$ cat config.mk
export PLATFORM = sky130hd
export DESIGN_NAME = exception_table_range_lookup
export DESIGN_NICKNAME = d
export VERILOG_FILES = /design/src/sv/etrl_pkg.sv /design/src/sv/etrl_parser.sv /design/src/sv/etrl_out_buf.sv /design/src/sv/exception_table_range_lookup.sv
export VERILOG_INCLUDE_DIRS = /design/src /design/src/sv
export SDC_FILE = /design/constraint.sdc
export NUM_CORES = 1
export LEC_CHECK = 0
export BUFFER_PORTS_ARGS = -buffer_cell sky130_fd_sc_hd__buf_2
export CAP_MARGIN = 20
export CORE_AREA = 2 2 199 201
export CTS_CLUSTER_DIAMETER = 100
export DETAILED_ROUTE_END_ITERATION = 8
export DIE_AREA = 0 0 201 203
export GPL_TIMING_DRIVEN = 0
export SKIP_CTS_REPAIR_TIMING = 1
export SLEW_MARGIN = 10
export SYNTH_ARGS = -nofsm -noshare
export SYNTH_HDL_FRONTEND = slang
export SYNTH_SLANG_ARGS = --single-unit
$ cat constraint.sdc
create_clock -name i_clk -period 5.8 [get_ports i_clk]
set_input_delay 0.58 -clock i_clk [delete_from_list [all_inputs] [get_ports i_clk]]
set_output_delay 0.58 -clock i_clk [all_outputs]
set_load 0.005 [all_outputs]
$ cat src/sv/exception_table_range_lookup_defines.svh
// Assertion macros shared by the exception table lookup modules.
// Depends on nothing; users must have i_clk and i_rst_n in scope.
// Each check is compiled only outside synthesis.
`ifndef EXCEPTION_TABLE_RANGE_LOOKUP_DEFINES_SVH
`define EXCEPTION_TABLE_RANGE_LOOKUP_DEFINES_SVH

`ifndef SYNTHESIS
`define ETRL_ASSERT_SAME(lbl, ante, cons, msg) \
    lbl: assert property (@(posedge i_clk) disable iff (!i_rst_n) (ante) |-> (cons)) \
        else $error(msg);
`define ETRL_ASSERT_NEXT(lbl, ante, cons, msg) \
    lbl: assert property (@(posedge i_clk) disable iff (!i_rst_n) (ante) |=> (cons)) \
        else $error(msg);
`else
`define ETRL_ASSERT_SAME(lbl, ante, cons, msg)
`define ETRL_ASSERT_NEXT(lbl, ante, cons, msg)
`endif

`endif

$ cat src/sv/etrl_pkg.sv
// Shared types and constants of the exception table range lookup.
// Depends on nothing; imported by every module of the block.

package etrl_pkg;

    localparam int ETRL_CODE_UNIT_BYTES = 2;

    localparam int VALUE_W   = 31;
    localparam int PAYLOAD_W = 6;
    localparam logic [VALUE_W-1:0] ACCUM_LIMIT = 31'h01FF_FFFF;

    typedef enum logic [1:0] {
        ST_HIT       = 2'd0,
        ST_MISS      = 2'd1,
        ST_MALFORMED = 2'd2
    } t_status;

    typedef struct packed {
        logic [7:0]         table_byte;
        logic               first_byte;
        logic               last_byte;
        logic signed [31:0] query_offset;
    } t_item;

    typedef struct packed {
        t_status      status;
        logic [30:0]  handler_offset;
        logic [29:0]  handler_depth;
        logic         push_lasti;
    } t_result;

endpackage

$ cat src/sv/etrl_parser.sv
// Varint decoder and record evaluator for the exception table lookup.
// Depends on etrl_pkg and the assertion macro header.

`include "exception_table_range_lookup_defines.svh"

module etrl_parser
    import etrl_pkg::*;
#(
    parameter int CODE_UNIT_BYTES = ETRL_CODE_UNIT_BYTES
) (
    input  logic    i_clk,
    input  logic    i_rst_n,
    input  logic    i_accept,
    input  t_item   i_item,
    output logic    o_push,
    output t_result o_result
);

    localparam int MUL_W = VALUE_W + $clog2(CODE_UNIT_BYTES + 1);

    localparam logic [1:0] FLD_START  = 2'd0;
    localparam logic [1:0] FLD_SIZE   = 2'd1;
    localparam logic [1:0] FLD_TARGET = 2'd2;
    localparam logic [1:0] FLD_PACKED = 2'd3;

    logic [VALUE_W-1:0] r_query, n_query;
    logic [1:0]         r_field, n_field;
    logic [VALUE_W-1:0] r_accum, n_accum;
    logic               r_in_var, n_in_var;
    logic               r_done, n_done;
    logic [VALUE_W-1:0] r_start_b, n_start_b;
    logic [VALUE_W-1:0] r_size_b, n_size_b;
    logic [VALUE_W-1:0] r_targ_b, n_targ_b;
    logic               r_start_ovf, n_start_ovf;
    logic               r_size_ovf, n_size_ovf;
    logic               r_targ_ovf, n_targ_ovf;

    logic [1:0]         c_field;
    logic               c_in_var;
    logic               c_done;
    logic [VALUE_W-1:0] c_acc;
    logic [MUL_W-1:0]   c_prod;
    logic               c_prod_ovf;
    logic [VALUE_W:0]   c_end;
    logic               c_hit;

    // Scaled copy of the varint just finished; stored with its overflow flag.
    assign c_prod     = MUL_W'(c_acc) * MUL_W'(CODE_UNIT_BYTES);
    assign c_prod_ovf = |c_prod[MUL_W-1:VALUE_W];
    assign c_end      = {1'b0, r_start_b} + {1'b0, r_size_b};
    assign c_hit      = (r_start_b <= r_query) && ({1'b0, r_query} < c_end);

    always_comb begin
        n_query     = r_query;
        n_field     = r_field;
        n_accum     = r_accum;
        n_in_var    = r_in_var;
        n_done      = r_done;
        n_start_b   = r_start_b;
        n_size_b    = r_size_b;
        n_targ_b    = r_targ_b;
        n_start_ovf = r_start_ovf;
        n_size_ovf  = r_size_ovf;
        n_targ_ovf  = r_targ_ovf;
        o_push      = 1'b0;
        o_result    = '{status: ST_MISS, handler_offset: '0, handler_depth: '0,
                        push_lasti: 1'b0};

        c_field  = i_item.first_byte ? FLD_START : r_field;
        c_in_var = i_item.first_byte ? 1'b0 : r_in_var;
        c_done   = i_item.first_byte ? 1'b0 : r_done;
        c_acc    = c_in_var ? {r_accum[VALUE_W-PAYLOAD_W-1:0], i_item.table_byte[5:0]}
                            : VALUE_W'(i_item.table_byte[5:0]);

        if (i_accept) begin
            n_field  = c_field;
            n_in_var = c_in_var;
            n_done   = c_done;
            if (i_item.first_byte) begin
                n_query = i_item.query_offset[30:0];
            end
            if (i_item.first_byte && i_item.query_offset[31]) begin
                o_push = 1'b1;
                n_done = 1'b1;
            end else if (!c_done) begin
                if (c_in_var && (r_accum > ACCUM_LIMIT)) begin
                    o_push          = 1'b1;
                    o_result.status = ST_MALFORMED;
                    n_done          = 1'b1;
                end else if (i_item.table_byte[6]) begin
                    n_accum  = c_acc;
                    n_in_var = 1'b1;
                    if (i_item.last_byte) begin
                        o_push          = 1'b1;
                        o_result.status = ST_MALFORMED;
                        n_done          = 1'b1;
                    end
                end else begin
                    n_accum  = c_acc;
                    n_in_var = 1'b0;
                    n_field  = c_field + 2'd1;
                    case (c_field)
                        FLD_START: begin
                            n_start_b   = c_prod[VALUE_W-1:0];
                            n_start_ovf = c_prod_ovf;
                        end
                        FLD_SIZE: begin
                            n_size_b   = c_prod[VALUE_W-1:0];
                            n_size_ovf = c_prod_ovf;
                        end
                        FLD_TARGET: begin
                            n_targ_b   = c_prod[VALUE_W-1:0];
                            n_targ_ovf = c_prod_ovf;
                        end
                        default: begin
                            n_field = FLD_START;
                        end
                    endcase
                    if (c_field != FLD_PACKED) begin
                        if (i_item.last_byte) begin
                            o_push          = 1'b1;
                            o_result.status = ST_MALFORMED;
                            n_done          = 1'b1;
                        end
                    end else if (r_start_ovf || r_size_ovf || r_targ_ovf
                                 || c_end[VALUE_W]) begin
                        o_push          = 1'b1;
                        o_result.status = ST_MALFORMED;
                        n_done          = 1'b1;
                    end else if (c_hit) begin
                        o_push                  = 1'b1;
                        o_result.status         = ST_HIT;
                        o_result.handler_offset = r_targ_b;
                        o_result.handler_depth  = c_acc[VALUE_W-1:1];
                        o_result.push_lasti     = c_acc[0];
                        n_done                  = 1'b1;
                    end else if (i_item.last_byte) begin
                        o_push = 1'b1;
                        n_done = 1'b1;
                    end
                end
            end
        end
    end

    always_ff @(posedge i_clk) begin
        if (!i_rst_n) begin
            r_field  <= FLD_START;
            r_in_var <= 1'b0;
            r_done   <= 1'b1;
            r_query  <= '0;
        end else begin
            r_field  <= n_field;
            r_in_var <= n_in_var;
            r_done   <= n_done;
            r_query  <= n_query;
        end
    end

    always_ff @(posedge i_clk) begin
        r_accum     <= n_accum;
        r_start_b   <= n_start_b;
        r_size_b    <= n_size_b;
        r_targ_b    <= n_targ_b;
        r_start_ovf <= n_start_ovf;
        r_size_ovf  <= n_size_ovf;
        r_targ_ovf  <= n_targ_ovf;
    end

    `ETRL_ASSERT_NEXT(a_push_ends_lookup, o_push, r_done, "lookup still active after a result")
    `ETRL_ASSERT_SAME(a_push_needs_accept, o_push, i_accept, "result without an accepted item")
    `ETRL_ASSERT_SAME(a_miss_fields_zero, o_push && (o_result.status != ST_HIT),
        (o_result.handler_offset == '0) && (o_result.handler_depth == '0) && !o_result.push_lasti,
        "non-hit result carries handler fields")

endmodule

$ cat src/sv/etrl_out_buf.sv
// Output register with one skid entry for the lookup results.
// Depends on etrl_pkg and the assertion macro header.

`include "exception_table_range_lookup_defines.svh"

module etrl_out_buf
    import etrl_pkg::*;
(
    input  logic    i_clk,
    input  logic    i_rst_n,
    input  logic    i_push,
    input  t_result i_data,
    output logic    o_space,
    input  logic    i_ready,
    output logic    o_valid,
    output t_result o_data
);

    logic    r_out_valid, n_out_valid;
    logic    r_skid_valid, n_skid_valid;
    t_result r_out, n_out;
    t_result r_skid, n_skid;
    logic    c_take;

    assign c_take  = r_out_valid && i_ready;
    assign o_space = !r_skid_valid;
    assign o_valid = r_out_valid;
    assign o_data  = r_out;

    always_comb begin
        n_out_valid  = r_out_valid;
        n_skid_valid = r_skid_valid;
        n_out        = r_out;
        n_skid       = r_skid;
        if (r_skid_valid) begin
            // The producer is held off while the skid entry is full.
            if (c_take) begin
                n_out        = r_skid;
                n_skid_valid = 1'b0;
            end
        end else if (!r_out_valid || c_take) begin
            n_out_valid = i_push;
            n_out       = i_data;
        end else if (i_push) begin
            n_skid       = i_data;
            n_skid_valid = 1'b1;
        end
    end

    always_ff @(posedge i_clk) begin
        if (!i_rst_n) begin
            r_out_valid  <= 1'b0;
            r_skid_valid <= 1'b0;
        end else begin
            r_out_valid  <= n_out_valid;
            r_skid_valid <= n_skid_valid;
        end
    end

    always_ff @(posedge i_clk) begin
        r_out  <= n_out;
        r_skid <= n_skid;
    end

    `ETRL_ASSERT_SAME(a_skid_behind_out, r_skid_valid, r_out_valid, "skid full with output empty")
    `ETRL_ASSERT_SAME(a_no_push_when_full, i_push, !r_skid_valid, "push into a full buffer")
    `ETRL_ASSERT_NEXT(a_skid_drains, r_skid_valid && c_take, r_out_valid && !r_skid_valid,
        "skid entry not moved forward")

endmodule

$ cat src/sv/exception_table_range_lookup.sv
// A result item is registered in the output buffer before it appears on o_result_valid.
// Throughput: one table byte per cycle; input is held off only while both output slots are full.
// Each byte passes one varint shift-and-merge step and, on a record's last varint, one add and
// range compare. Reset (synchronous, active low) empties the output and leaves the block idle,
// ignoring bytes until a byte marked first starts a lookup.
// Top level of the exception table range lookup; depends on etrl_pkg, etrl_parser, etrl_out_buf.

module exception_table_range_lookup
    import etrl_pkg::*;
#(
    parameter int CODE_UNIT_BYTES = ETRL_CODE_UNIT_BYTES
) (
    input  logic    i_clk,
    input  logic    i_rst_n,
    input  logic    i_item_valid,
    output logic    o_item_ready,
    input  t_item   i_item,
    output logic    o_result_valid,
    input  logic    i_result_ready,
    output t_result o_result
);

    // The parser owns the decode state: latched query, field counter, varint accumulator and the
    // three scaled record fields. Every accepted item advances it by exactly one byte.
    logic    accept;
    logic    push;
    logic    space;
    t_result result;

    // The output side is decoupled by a two-entry buffer, so ready does not depend on the
    // downstream ready in the same cycle. A new item is taken whenever the skid entry is free.
    assign o_item_ready = space;
    assign accept       = i_item_valid && space;

    etrl_parser #(
        .CODE_UNIT_BYTES(CODE_UNIT_BYTES)
    ) u_parser (
        .i_clk    (i_clk),
        .i_rst_n  (i_rst_n),
        .i_accept (accept),
        .i_item   (i_item),
        .o_push   (push),
        .o_result (result)
    );

    // At most one result item per accepted byte: hit, miss or malformed, then the lookup idles.
    etrl_out_buf u_out_buf (
        .i_clk   (i_clk),
        .i_rst_n (i_rst_n),
        .i_push  (push),
        .i_data  (result),
        .o_space (space),
        .i_ready (i_result_ready),
        .o_valid (o_result_valid),
        .o_data  (o_result)
    );

endmodule

==> results.yml <==
outcome:
  outcome: "finished clean"
worst_setup_path:
  r2r-start: "u_parser.r_start_b[1]"
  crit_path_start: "u_parser.r_start_b[1]"
  cp.required_ns: 5.99
  worstPathArrival_ns: 5.60
  critPathMaxFanout: 49
  crit_path_end_kind: "flip-flop"
  critPathLaunchType: "flip-flop"
  critical_path_class: "reg -> reg"
run:
  max-cap-violations: 0
placed_design:
  place_area_sq_mm: 0.01472
  dp_hpwl_um: 23360
  place_inst: 1767
  io_buffer_count: 108
  routabilityCongestion: 0.8420
grt:
  grt_max_degree: 50
  track_usage_pct: 15.30
  antenna_found_initial: 3
  grt_pass1_vias: 8856
  grt_pass1_wl_um: 48420
  globalRouteOverflowTotal: 0
clocking:
  cts_tree: "yes"
  clkTransAtPathRegs_ns: 0.06
  clock-sinks: 287
  cts-buffers-inserted: 34
  cts_root_buffer: "clkbuf_16"
  clkLatencyLatePin_ns: 0.52
  htree_levels: 2
  ctsLongestPathBuffers: 3
sta:
  slew_viol_final: 0
  clock_skew_ns: 0.02701
  hold_viol_final: 0
  worst_pin_slew_ns: 0.8155
  fin_setup_tns_ns: 0
  min_period_ns: 5.409
  setup_viol: 0
  fmax_ghz: 0.1849
  period_share_pct: 93.27
  grt_setup_unrepaired: "no"
  slew_headroom_pct: 45.64
layout:
  final_area_sq_mm: 0.01583
  fin_nets: 1425
  seqCellArea_sq_mm: 0.008248
  stdcell_count: 1828
  drive_gt1_share_pct: 15.57
  fillCellCount: 3691
  area_delta_synth_final_pct: 18.36
  antenna_cells: 0
  multi_input_area_sq_mm: 0.004544
floorplan:
  dieHeight_um: 203
  pin_count: 112
  rows: 72
  core_sq_mm: 0.03847
  die_area_sq_mm: 0.04080
  die_w_um: 201
  start_util_pct: 34.76
yosys:
  syn_inst: 1136
  synth_fp_nets: 1276
  yosysTopAreaCell: "edfxtp_1"
  synth_edf_count: 250
  ys_seq_area_share_pct: 61.69
  syn_area_sq_mm: 0.01337
  synth_top_area_share_pct: 56.15
  ys_ff_latch: 287
  ys_top_cells_by_count: "edfxtp_1 (250), nand2_1 (169), inv_1 (106)"
  synthTopCellsByArea: "edfxtp_1 (56%), ha_1 (8.7%), dfxtp_1 (5.5%)"
  synth.most_common_cell: "edfxtp_1"
  syn_area_per_cell_sq_um: 11.77
  yosysWarnings: 0
  async_reset_ff_share_pct: 0
  post_synth_num_cell_types: 61
  synth_top_flop_cell: "edfxtp_1"
detailed_routing:
  viasPerCell: 4.776
  drt_iter0_drc: 496
  antenna_left: 0
  vias: 8730
  drcViolationCount: 0
  drt-wirelength-per-cell_um: 17.11
  first_pass_iters: 5
  wirelength_um: 31270
power:
  power_density_mw_per_mm2: 294.0
  ir_worst_vdd_v: 0.0002300
  p_leak_uw: 0.006475
  finalPower_uw: 4653
min_path:
  holdCritStartpoint: "i_item[17]"
  hp-class: "in -> reg"
-- metrics by stage --
stage                     utilization, %  hold slack, ns  setup WS (ns)
after global routing               41.14          0.3224       0.004361
after floorplan                        -          0.4438        0.05030
after CTS                          41.12          0.3091         0.2744
after global placement             37.85          0.4672         -2.766
after detailed placement           38.26          0.4773         0.2778
final                              41.14          0.3237         0.3905
-- where the power goes --
group	switching, uW	internal [uW]	total (uW)
Clock	837	1240	2080
Sequential	24.7	2290	2310
Combinational	153	108	260
Total	1010	3640	4650
-- placed cells by master (no fill, tap or decap), types with 5 or more instances in the layout --
cell type,instances
a211oi_1,5
a21boi_0,34
a21o_1,21
a21oi_1,39
and3_1,6
buf_2,109
buf_6,8
clkbuf_1,23
clkbuf_16,35
clkinv_1,8
clkinv_2,6
dfxtp_1,37
edfxtp_1,250
ha_1,93
inv_1,106
nand2_1,169
nand2b_1,11
nand3_1,12
nand4_1,12
nor2_1,79
nor2b_1,10
nor3_1,12
nor4_1,7
o211ai_1,7
o21a_1,12
o21ai_0,71
o21ai_1,12
o21ai_2,11
o21bai_1,8
xnor2_1,16
xor2_1,11
-- area by class of cell --
class | count | share of cell area [%]
buffer | 37 | 1.384
clock buffer | 39 | 5.629
clock inverter | 22 | 1.305
inverter | 106 | 2.514
multi-input combinational | 706 | 28.72
sequential | 287 | 52.12
tap | 518 | 4.096
timing repair buffer | 113 | 4.238
-- registers in the layout, indices dropped and copies added (netlist names), 2 cells and up --
| signal | cells |
|---|---|
| u_parser.r_field | 2 |
| u_out_buf.r_skid | 63 |
| u_out_buf.o_data | 63 |
| u_parser.r_query | 31 |
| u_parser.r_accum | 31 |
| u_parser.r_size_b | 30 |
| u_parser.r_start_b | 30 |
| u_parser.r_targ_b | 30 |
-- final timing paths --
| path | end | slack [ns] | depth (start not counted) |
|---|---|---|---|
| worst min register to register | u_parser.r_query[0] | 0.48 | 2 |
| worst min-delay path | u_parser.r_query[17] | 0.32 | 3 |
| worst max register to register | u_out_buf.r_skid[55] | 0.39 | 20 |
| worst max-delay path | u_out_buf.r_skid[55] | 0.39 | 20 |
-- per-layer routing --
metal	share of wire [%]	GRT usage, %	vias to the layer above
met1	45	20.02	4128
li1	-	-	4347
met5	0.090	0	-
met4	2.9	5.159	4
met3	5.1	2.745	64
met2	47	25.65	187
-- cells by family after synthesis --
group                    count (synthesis)  synth area share [%]
buffers and inverters                  143                 4.613
AND/OR/NAND/NOR                        335                 10.98
multiplexers                             1               0.07487
flip-flops                             287                 61.69
XOR/XNOR                                27                 1.769
AO/OA/AOI/OAI                          248                 12.00
adder cells (fa/ha/maj)                 94                 8.853
other                                    1               0.02805
-- critical path, cell delays in order (launching register included) --
cell	delay (ns)
edfxtp_1	0.39
ha_1	0.24
fa_1	0.50
a211oi_2	0.25
o21ai_0	0.21
nand3_1	0.21
a31oi_1	0.15
o21ai_0	0.20
nand2b_1	0.11
nor3_1	0.22
o31ai_1	0.13
xnor2_1	0.18
ha_1	0.27
a211o_1	0.27
nor3_1	0.13
o21ai_0	0.21
a211oi_2	0.28
or3_4	0.20
and2_1	0.22
o211a_4	0.38
buf_16	0.30
Note: power is estimated with default switching activity, not from simulation.
